### src/rtl/indexed_binary_heap_queue_defines.svh
// Assertion macros shared by the heap queue modules.
`ifndef INDEXED_BINARY_HEAP_QUEUE_DEFINES_SVH
`define INDEXED_BINARY_HEAP_QUEUE_DEFINES_SVH

// Same-cycle implication, checked on every clock edge outside reset.
`define IBHQ_ASSERT_NOW(lbl, ante, cons, msg) \
	lbl: assert property (@(posedge clk) disable iff (!arst_n) (ante) |-> (cons)) \
		else $error(msg);

// Next-cycle implication, checked on every clock edge outside reset.
`define IBHQ_ASSERT_NEXT(lbl, ante, cons, msg) \
	lbl: assert property (@(posedge clk) disable iff (!arst_n) (ante) |=> (cons)) \
		else $error(msg);

`endif

### src/rtl/ibhq_pkg.sv
// Shared types and codes of the indexed binary heap queue.
package ibhq_pkg;

	typedef enum logic [2:0] {
		MODE_INSERT = 3'd0,
		MODE_UPDATE = 3'd1,
		MODE_REMOVE = 3'd2,
		MODE_DELETE = 3'd3,
		MODE_PEEK   = 3'd4,
		MODE_CLEAR  = 3'd5
	} mode_t;

	typedef enum logic [1:0] {
		ST_OK         = 2'd0,
		ST_EMPTY      = 2'd1,
		ST_FULL       = 2'd2,
		ST_NOT_QUEUED = 2'd3
	} status_t;

	typedef enum logic [4:0] {
		DP_NOP,
		DP_CLR_STEP,
		DP_LOAD,
		DP_SET_STAT,
		DP_CHK_H,
		DP_INS_SETUP,
		DP_UPD_SETUP,
		DP_UP_RD,
		DP_UP_COST,
		DP_UP_MOVE,
		DP_FINAL_WR,
		DP_TOP_RD,
		DP_TOP_COST,
		DP_TOP_SAVE,
		DP_LAST_RD,
		DP_LAST_COST,
		DP_LAST_SAVE,
		DP_DEL_SETUP,
		DP_DN_RD,
		DP_DN_COST,
		DP_DN_MOVE,
		DP_DEC_FILL,
		DP_ZERO_FILL,
		DP_EMIT
	} dp_op_t;

	typedef struct packed {
		dp_op_t  op;
		status_t stat;
	} dp_cmd_t;

	typedef struct packed {
		mode_t mode;
		logic  id_bad;
		logic  queued;
		logic  full;
		logic  empty;
		logic  fill_one;
		logic  last_is_id;
		logic  at_root;
		logic  leaf;
		logic  up_go;
		logic  dn_go;
		logic  del_down;
		logic  clr_last;
	} dp_stat_t;

endpackage

### src/rtl/ibhq_ctrl.sv
// Sequencer of the heap queue: walks each operation through the datapath.
`include "indexed_binary_heap_queue_defines.svh"

module ibhq_ctrl import ibhq_pkg::*; (
	input  logic     clk,
	input  logic     arst_n,
	input  logic     s_valid,
	output logic     s_ready,
	output logic     m_valid,
	input  logic     m_ready,
	output dp_cmd_t  cmd,
	input  dp_stat_t st
);

	typedef enum logic [4:0] {
		S_INIT, S_IDLE, S_DISP, S_CHK1, S_CHK2,
		S_UP0, S_UP1, S_UP2, S_FIN,
		S_TOP1, S_TOP2, S_REM0, S_LAST1, S_LAST2,
		S_DEL1, S_DEL2, S_DN0, S_DN1, S_DN2, S_DONE
	} state_t;

	state_t state_q, state_d;
	logic   out_valid_q;
	logic   emit;

	assign s_ready = (state_q == S_IDLE);
	assign m_valid = out_valid_q;
	assign emit    = (state_q == S_DONE) && (!out_valid_q || m_ready);

	always_comb begin
		state_d   = state_q;
		cmd.op    = DP_NOP;
		cmd.stat  = ST_OK;
		case (state_q)
			S_INIT: begin
				cmd.op = DP_CLR_STEP;
				if (st.clr_last) state_d = S_IDLE;
			end
			S_IDLE: begin
				if (s_valid) begin
					cmd.op  = DP_LOAD;
					state_d = S_DISP;
				end
			end
			S_DISP: begin
				if (st.mode inside {MODE_INSERT, MODE_UPDATE, MODE_DELETE}) begin
					if (st.id_bad) begin
						cmd.op   = DP_SET_STAT;
						cmd.stat = ST_NOT_QUEUED;
						state_d  = S_DONE;
					end else begin
						state_d = S_CHK1;
					end
				end else if (st.mode inside {MODE_REMOVE, MODE_PEEK}) begin
					if (st.empty) begin
						cmd.op   = DP_SET_STAT;
						cmd.stat = ST_EMPTY;
						state_d  = S_DONE;
					end else begin
						cmd.op  = DP_TOP_RD;
						state_d = S_TOP1;
					end
				end else if (st.mode == MODE_CLEAR) begin
					cmd.op  = DP_ZERO_FILL;
					state_d = S_DONE;
				end else begin
					state_d = S_DONE;
				end
			end
			S_CHK1: begin
				cmd.op  = DP_CHK_H;
				state_d = S_CHK2;
			end
			S_CHK2: begin
				if (st.mode == MODE_DELETE) begin
					if (st.queued) begin
						cmd.op  = DP_LAST_RD;
						state_d = S_DEL1;
					end else begin
						cmd.op   = DP_SET_STAT;
						cmd.stat = ST_NOT_QUEUED;
						state_d  = S_DONE;
					end
				end else if (st.queued) begin
					cmd.op  = DP_UPD_SETUP;
					state_d = S_UP0;
				end else if (st.full) begin
					cmd.op   = DP_SET_STAT;
					cmd.stat = ST_FULL;
					state_d  = S_DONE;
				end else begin
					cmd.op  = DP_INS_SETUP;
					state_d = S_UP0;
				end
			end
			S_UP0: begin
				if (st.at_root) begin
					cmd.op  = DP_FINAL_WR;
					state_d = S_DONE;
				end else begin
					cmd.op  = DP_UP_RD;
					state_d = S_UP1;
				end
			end
			S_UP1: begin
				cmd.op  = DP_UP_COST;
				state_d = S_UP2;
			end
			S_UP2: begin
				cmd.op  = DP_UP_MOVE;
				state_d = st.up_go ? S_UP0 : S_FIN;
			end
			S_FIN: begin
				cmd.op  = DP_FINAL_WR;
				state_d = S_DONE;
			end
			S_TOP1: begin
				cmd.op  = DP_TOP_COST;
				state_d = S_TOP2;
			end
			S_TOP2: begin
				cmd.op  = DP_TOP_SAVE;
				state_d = (st.mode == MODE_PEEK) ? S_DONE : S_REM0;
			end
			S_REM0: begin
				if (st.fill_one) begin
					cmd.op  = DP_DEC_FILL;
					state_d = S_DONE;
				end else begin
					cmd.op  = DP_LAST_RD;
					state_d = S_LAST1;
				end
			end
			S_LAST1: begin
				cmd.op  = DP_LAST_COST;
				state_d = S_LAST2;
			end
			S_LAST2: begin
				cmd.op  = DP_LAST_SAVE;
				state_d = S_DN0;
			end
			S_DEL1: begin
				if (st.last_is_id) begin
					cmd.op  = DP_DEC_FILL;
					state_d = S_DONE;
				end else begin
					cmd.op  = DP_LAST_COST;
					state_d = S_DEL2;
				end
			end
			S_DEL2: begin
				cmd.op  = DP_DEL_SETUP;
				state_d = st.del_down ? S_DN0 : S_UP0;
			end
			S_DN0: begin
				if (st.leaf) begin
					cmd.op  = DP_FINAL_WR;
					state_d = S_DONE;
				end else begin
					cmd.op  = DP_DN_RD;
					state_d = S_DN1;
				end
			end
			S_DN1: begin
				cmd.op  = DP_DN_COST;
				state_d = S_DN2;
			end
			S_DN2: begin
				cmd.op  = DP_DN_MOVE;
				state_d = st.dn_go ? S_DN0 : S_FIN;
			end
			S_DONE: begin
				if (emit) begin
					cmd.op  = DP_EMIT;
					state_d = S_IDLE;
				end
			end
			default: state_d = S_IDLE;
		endcase
	end

	always_ff @(posedge clk or negedge arst_n) begin
		if (!arst_n) begin
			state_q     <= S_INIT;
			out_valid_q <= 1'b0;
		end else begin
			state_q <= state_d;
			if (emit) begin
				out_valid_q <= 1'b1;
			end else if (m_ready) begin
				out_valid_q <= 1'b0;
			end
		end
	end

	`IBHQ_ASSERT_NEXT(a_hold_result, state_q == S_DONE && out_valid_q && !m_ready, state_q == S_DONE, "result overwritten while stalled")
	`IBHQ_ASSERT_NEXT(a_init_once, state_q != S_INIT, state_q != S_INIT, "clearing pass restarted")
	`IBHQ_ASSERT_NOW(a_result_from_done, $rose(out_valid_q), $past(state_q) == S_DONE, "result raised outside completion")

endmodule

### config.mk
export PLATFORM = sky130hd
export DESIGN_NAME = ibhq_ctrl
export DESIGN_NICKNAME = d
export VERILOG_FILES = /design/src/rtl/ibhq_pkg.sv /design/src/rtl/ibhq_ctrl.sv
export VERILOG_INCLUDE_DIRS = /design/src /design/src/rtl
export SDC_FILE = /design/constraint.sdc
export NUM_CORES = 1
export LEC_CHECK = 0
export BUFFER_PORTS_ARGS = -buffer_cell sky130_fd_sc_hd__buf_2
export CORE_ASPECT_RATIO = 1.4
export CORE_MARGIN = 5
export CORE_UTILIZATION = 45
export DETAILED_ROUTE_END_ITERATION = 8
export PLACE_DENSITY = 0.82
export SLEW_MARGIN = 25
export SYNTH_ARGS = -nofsm -noshare
export SYNTH_HDL_FRONTEND = slang
export SYNTH_SLANG_ARGS = --single-unit
### constraint.sdc
create_clock -name clk -period 2.9 [get_ports clk]
set_input_delay 0.87 -clock clk [delete_from_list [all_inputs] [get_ports clk]]
set_output_delay 0.87 -clock clk [all_outputs]
set_load 0.01 [all_outputs]
==> results.sh, run 1 <==
export IMPL_synthArstFlopShare_pct=100
export IMPL_syn_instance_count=168
export IMPL_finalNetCount=225
export IMPL_dp_slack_ns=-0.0778
export IMPL_drc=0
export IMPL_holdBufCountCts=0
export IMPL_grt_overflow_total=0
export IMPL_pin_count=28
export IMPL_cts_buffers=3
export IMPL_max_freq_mhz=341
export IMPL_clk_latency_ns=0.24
export IMPL_setup_ws_ns=-0.0338
export IMPL_status="finished with violations"
export IMPL_min_period_ns=2.93
export IMPL_fillerInstances=245
export IMPL_clkTransAtPathRegs_ns=0.04
export IMPL_grt_pass1_wl_um=5590
export IMPL_rr_startpoint="state_q[2]$_DFFE_PN0P_"
export IMPL_finalHoldViolations=0
export IMPL_power_clock_fraction_pct=6.2
export IMPL_grt_max_degree=17
export IMPL_timing_setup_tns_ns=-0.0338
export IMPL_power_density_nw_per_um2=874
export IMPL_cp_cell_sequence="buf_6 > and2b_2 > nand2_2 > a32oi_2 > nor2_1 > or4_1 > buf_2"
export IMPL_synth_edff_count=0
export IMPL_drt_pass1_iter_count=5
export IMPL_die_x_um=51.6
export IMPL_crit_fanout=2
export IMPL_cts_tree="done"
export IMPL_synth_avg_cell_area_um2=6.48
export IMPL_start_util_pct=46.0
export IMPL_switchingPower_mw=0.619
export IMPL_drt_wl_total_um=3370
export IMPL_fin_cells=227
export IMPL_final_antenna_net_count=0
export IMPL_end_kind="primary output"
export IMPL_core_um2=2360
export IMPL_leakage_nw=0.608
export IMPL_max_stage_delay_ns=0.46
export IMPL_htreeDepth=1
export IMPL_drive_above_1_share_pct=29.9
export IMPL_violations="setup timing"
export IMPL_chipHeight_um=68.2
export IMPL_cts_buffer_depth=2
export IMPL_slew_headroom_pct=74.3
export IMPL_grt_pass1_vias=1275
export IMPL_power_mw=1.19
export IMPL_synth_cell_type_count=55
export IMPL_cp_slowest_cell="or4_1"
export IMPL_rsz0062_at_grt="yes"
export IMPL_antenna_cells=0
export IMPL_syn_area_um2=1090
export IMPL_peakVddDrop_mv=0.382
export IMPL_die_area_um2=3520
export IMPL_crit_arrival_ns=2.06
export IMPL_yosysSeqAreaShare_pct=13.8
export IMPL_min_path_type="in -> async"
export IMPL_syn_num_nets=187
export IMPL_vias=1422
export IMPL_setup_viol=1
export IMPL_worst_ep_required_time_ns=2.03
export IMPL_p_int_mw=0.570
export IMPL_holdWs_ns=0.442
export IMPL_cap_violations=0
export IMPL_worst_slew_pin_slew_ns=0.384
export IMPL_grtUsageTotal_pct=20.1
export IMPL_antenna_found_initial=0
export IMPL_placed_cells=223
export IMPL_syn_to_final_growth_pct=24.9
export IMPL_ys_warn_count=0
export IMPL_cp_start_kind="input port"
export IMPL_via_per_inst=6.26
export IMPL_clock_sinks=6
export IMPL_p_sw_share_pct=52.0
export IMPL_synth_seq_cells=6
export IMPL_drtIter0Drc=85
export IMPL_routedWlPerCell_um=14.8
export IMPL_num_rows=21
export IMPL_fin_crit_sh_pct=101
export IMPL_slew_violations=0
export IMPL_seqPwrFrac_pct=15.8
export IMPL_finClkSkew_ns=0.000850
export IMPL_worstSetupPathType="in -> out"
export IMPL_numPortBuffers=27
export IMPL_place_hpwl_um=2670
export IMPL_startpoint="m_ready"
export IMPL_root_buffer="clkbuf_4"
export IMPL_ys_flop_type="dfrtp_1"
export IMPL_place_congestion=0.984
export IMPL_combPwrFrac_pct=78.0
[state kept, by name, summed over array words and instances, names as in the netlist]
| register | count |
|---|---|
| m_valid | 1 |
| state_q | 5 |
[layer usage]
| metal | GRT usage (%) | vias to the layer above | share of wire, % |
|---|---|---|---|
| li1 | - | 693 | - |
| met4 | 7.21 | 0 | 3.2 |
| met2 | 34.1 | 92 | 48 |
| met5 | 0 | - | 0 |
| met1 | 25.6 | 625 | 39 |
| met3 | 3.27 | 12 | 9.3 |
[layout by cell type (no fill, tap or decap), drive strengths merged, types with 2 or more instances in the layout]
cell / count
and2b: 3
nor2: 21
nand2b: 6
buf: 45
o21ai: 12
dfrtp: 6
inv: 6
nor2b: 7
a31oi: 6
nor3: 5
nand4b: 2
o31ai: 2
and3: 2
clkbuf: 3
or2: 2
or3: 4
a21oi: 14
a22oi: 2
nand2: 20
nand3: 4
and2: 2
o22ai: 6
nor3b: 2
[metrics by stage]
step	util, %	instance area, µm²
after floorplan	-	1090
after global placement	55.1	1300
after detailed placement	55.1	1300
after CTS	56.3	1330
after global routing	57.5	1360
final	57.5	1360
[critical path: cells and delay by family]
kind / cells / cell delay (ns)
buffers and inverters: 2 / 0.24
AO/OA/AOI/OAI: 1 / 0.15
AND/OR/NAND/NOR: 4 / 0.80
[logic make-up after synthesis]
logic type | after synthesis | share of synthesized area [%]
AND/OR/NAND/NOR | 86 | 42.5
AO/OA/AOI/OAI | 57 | 33.6
flip-flops | 6 | 13.8
buffers and inverters | 18 | 9.08
multiplexers | 1 | 1.03
[cell usage after synthesis, types with 2 or more instances]
library cell	number	area [µm²]
buf_4	2	15.0
dfrtp_1	6	150
o21ai_0	10	50.1
nor2_1	21	78.8
a22oi_1	2	15.0
buf_2	7	35.0
nor2b_1	7	43.8
a21oi_1	14	70.1
o21ai_1	2	10.0
or3_1	4	25.0
and3_1	2	12.5
o22ai_1	6	37.5
o31ai_1	2	15.0
nand4b_1	2	17.5
nand2_1	19	71.3
buf_6	2	22.5
nand2b_1	6	37.5
nor3_1	4	20.0
and2b_1	2	15.0
inv_1	5	18.8
a31oi_1	6	37.5
nand3_1	4	20.0
[cell type report]
class / count / area (µm²) / area share [%]
Sequential cell: 6 / 151 / 11.1
Timing Repair Buffer: 45 / 279 / 20.5
Tap cell: 23 / 28.8 / 2.12
Clock buffer: 3 / 22.5 / 1.66
Inverter: 6 / 22.5 / 1.66
Multi-Input combinational cell: 144 / 856 / 62.9
[final timing paths]
path	end	slack [ns]	cells after the start
max in group asynchronous	state_q[2]$_DFFE_PN0P_	2.31	1
min reg2reg	state_q[1]$_DFFE_PN0P_	0.70	1
max	cmd[6]	-0.03	7
max reg2reg	state_q[1]$_DFFE_PN0P_	1.17	5
min	state_q[3]$_DFFE_PN0P_	0.44	1
min in group clk	state_q[1]$_DFFE_PN0P_	0.70	1
[what timing repair did]
action,4_1_cts,5_1_grt
pin swaps,3,6
setup endpoints to repair,1,4
setup buffers,0,1
gates resized for setup,1,7
[power groups by stage]
stage | Clock (mW) | Combinational (mW) | Sequential, mW
after floorplan | 0 | 0.663 | 0.151
after global placement | 0 | 0.896 | 0.184
after detailed placement | 0 | 0.900 | 0.186
after CTS | 0.0770 | 0.905 | 0.184
after global routing | 0.0841 | 1.02 | 0.198
final | 0.0740 | 0.927 | 0.188
No activity file was read; power rests on OpenSTA's default activity.
==> inputs of run 2 (changes only) <==
Settings changed: RECOVER_POWER from default to 25.
==> run 2 against run 1 <==
  * The run still ends with setup timing left
  * Sequential cell count did not move
  * Highest routed layer unchanged
  * Count of clock-buffer cells in the layout did not move
  * Fmax unchanged
  * Critical endpoint unchanged
  * Critical path depth is the same
  * Wire length is the same
  * Cell count is the same
==> results.sh, run 2 (same netlist as run 1, synthesis figures left out) <==
export IMPL_die_x_um=51.6
export IMPL_drive_above_1_share_pct=29.4
export IMPL_register_area_um2=151
export IMPL_placed_area_um2=1300
export IMPL_clk_latency_ns=0.24
export IMPL_finalHoldViolations=0
export IMPL_start_util_pct=46.0
export IMPL_min_path_type="in -> async"
export IMPL_timing_setup_tns_ns=-0.0338
export IMPL_layout_common_cells="buf_2 (24), nor2_1 (20), nand2_1 (19), buf_4 (19), a21oi_1 (14)"
export IMPL_min_period_ns=2.93
export IMPL_final_antenna_net_count=0
export IMPL_drt_pass1_iter_count=5
export IMPL_grtUsageTotal_pct=20.1
export IMPL_final_cell_area_um2=1360
export IMPL_worst_ep_required_time_ns=2.03
export IMPL_dp_slack_ns=-0.0778
export IMPL_cp_slowest_cell="or4_1"
export IMPL_worstSetupPathType="in -> out"
export IMPL_die_area_um2=3520
export IMPL_grt_pass1_wl_um=5590
export IMPL_cts_buffers=3
export IMPL_holdBufCountCts=0
export IMPL_grt_overflow_total=0
export IMPL_grt_max_degree=17
export IMPL_finClkSkew_ns=0.000850
export IMPL_fin_crit_sh_pct=101
export IMPL_postLayoutCoreUtil_pct=57.5
export IMPL_layout_commonest_cell="buf_2"
export IMPL_cap_violations=0
export IMPL_slew_headroom_pct=74.3
export IMPL_via_per_inst=6.26
export IMPL_largest_reg_flops=5
export IMPL_rsz0062_at_grt="yes"
export IMPL_crit_arrival_ns=2.06
export IMPL_clock_sinks=6
export IMPL_setup_viol=1
export IMPL_violations="setup timing"
export IMPL_drtIter0Drc=85
export IMPL_peakVddDrop_mv=0.382
export IMPL_cp_start_kind="input port"
export IMPL_worst_slew_pin_slew_ns=0.384
export IMPL_max_freq_mhz=341
export IMPL_slew_violations=0
export IMPL_max_stage_delay_ns=0.46
export IMPL_cp_cell_sequence="buf_6 > and2b_2 > nand2_2 > a32oi_2 > nor2_1 > or4_1 > buf_2"
export IMPL_clkTransAtPathRegs_ns=0.04
export IMPL_cts_tree="done"
export IMPL_place_congestion=0.984
export IMPL_multi_input_area_um2=856
export IMPL_antenna_found_initial=0
export IMPL_routed_wl_met2_um=1630
export IMPL_power_density_nw_per_um2=875
export IMPL_drt_wl_total_um=3370
export IMPL_routedWlPerCell_um=14.8
export IMPL_critPathTopFamily="simple AND/OR/NAND/NOR gates"
export IMPL_root_buffer="clkbuf_4"
export IMPL_chipHeight_um=68.2
export IMPL_syn_to_final_growth_pct=24.8
export IMPL_setup_ws_ns=-0.0338
export IMPL_max_flop_register="state_q"
export IMPL_drc=0
export IMPL_crit_fanout=2
export IMPL_crit_buf_inv=2
export IMPL_leakage_nw=0.605
export IMPL_antenna_cells=0
export IMPL_numPortBuffers=27
export IMPL_top_layer_used="met4"
export IMPL_status="finished with violations"
export IMPL_htreeDepth=1
export IMPL_pin_count=28
export IMPL_num_rows=21
export IMPL_met1_length_um=1320
export IMPL_fillerInstances=246
export IMPL_vias=1422
export IMPL_end_kind="primary output"
export IMPL_finalNetCount=225
export IMPL_core_um2=2360
export IMPL_place_hpwl_um=2670
export IMPL_grt_pass1_vias=1275
export IMPL_power_mw=1.19
export IMPL_wl_met3_um=313
export IMPL_cts_buffer_depth=2
[run 2: cell types whose count changed in the layout (fill, tap and decap cells not counted), sizes merged]
cell / before / now
buf: 45 / 44
clkbuf: 3 / 4
[run 2: worst reg2reg max path: cells and delay by family, from the launching register on]
kind / cells / cell delay (ns)
buffers and inverters: 1 / 0.22
and+or+nand+nor: 1 / 0.21
AOI/OAI and AO/OA: 3 / 0.68
DFF: 1 / 0.51
[run 2: what timing repair did]
item | CTS | global route
buffers inserted | 0 | 1
gates cloned | 0 | 0
endpoints found under the setup margin | 1 | 4
endpoints found under the hold margin | 0 | 0
pin swaps | 3 | 6
gates resized for setup | 1 | 7
[run 2: area by class of cell]
class / count / share of cell area, %
clock buffers: 3 / 1.66
inverters: 6 / 1.66
multi-input cells: 144 / 63.0
flip-flops and latches: 6 / 11.1
well taps: 23 / 2.12
repair buffers: 45 / 20.4
[run 2: power by group]
group	total [mW]	internal [mW]	leakage [nW]	switching (mW)
registers	0.188	0.121	0.0760	0.0666
clock network	0.0740	0.0466	0.0138	0.0273
logic	0.927	0.402	0.515	0.525
[run 2: path summary, 6_finish.rpt]
path                                         from                     end  slack (ns)  depth (start not counted)
max                                       m_ready                  cmd[6]       -0.03                          7
min                                        arst_n  state_q[3]$_DFFE_PN0P_        0.49                          1
max reg2reg                state_q[2]$_DFFE_PN0P_  state_q[1]$_DFFE_PN0P_        1.17                          5
min reg2reg                state_q[3]$_DFFE_PN0P_  state_q[1]$_DFFE_PN0P_        0.70                          1
max in group asynchronous                  arst_n  state_q[2]$_DFFE_PN0P_        2.17                          1
min in group clk           state_q[3]$_DFFE_PN0P_  state_q[1]$_DFFE_PN0P_        0.70                          1
[run 2: through the flow]
step / hold WS, ns / std cells
3_3_place_gp: 0.672 / 223
4_1_cts: 0.441 / 226
2_1_floorplan: 0.574 / 168
6_report: 0.487 / 227
3_5_place_dp: 0.681 / 223
5_1_grt: 0.515 / 227
[run 2: per-layer routing]
metal,track usage [%],vias up
li1,-,693
met3,3.27,12
met4,7.21,0
met1,25.6,625
met2,34.1,92
met5,0,-
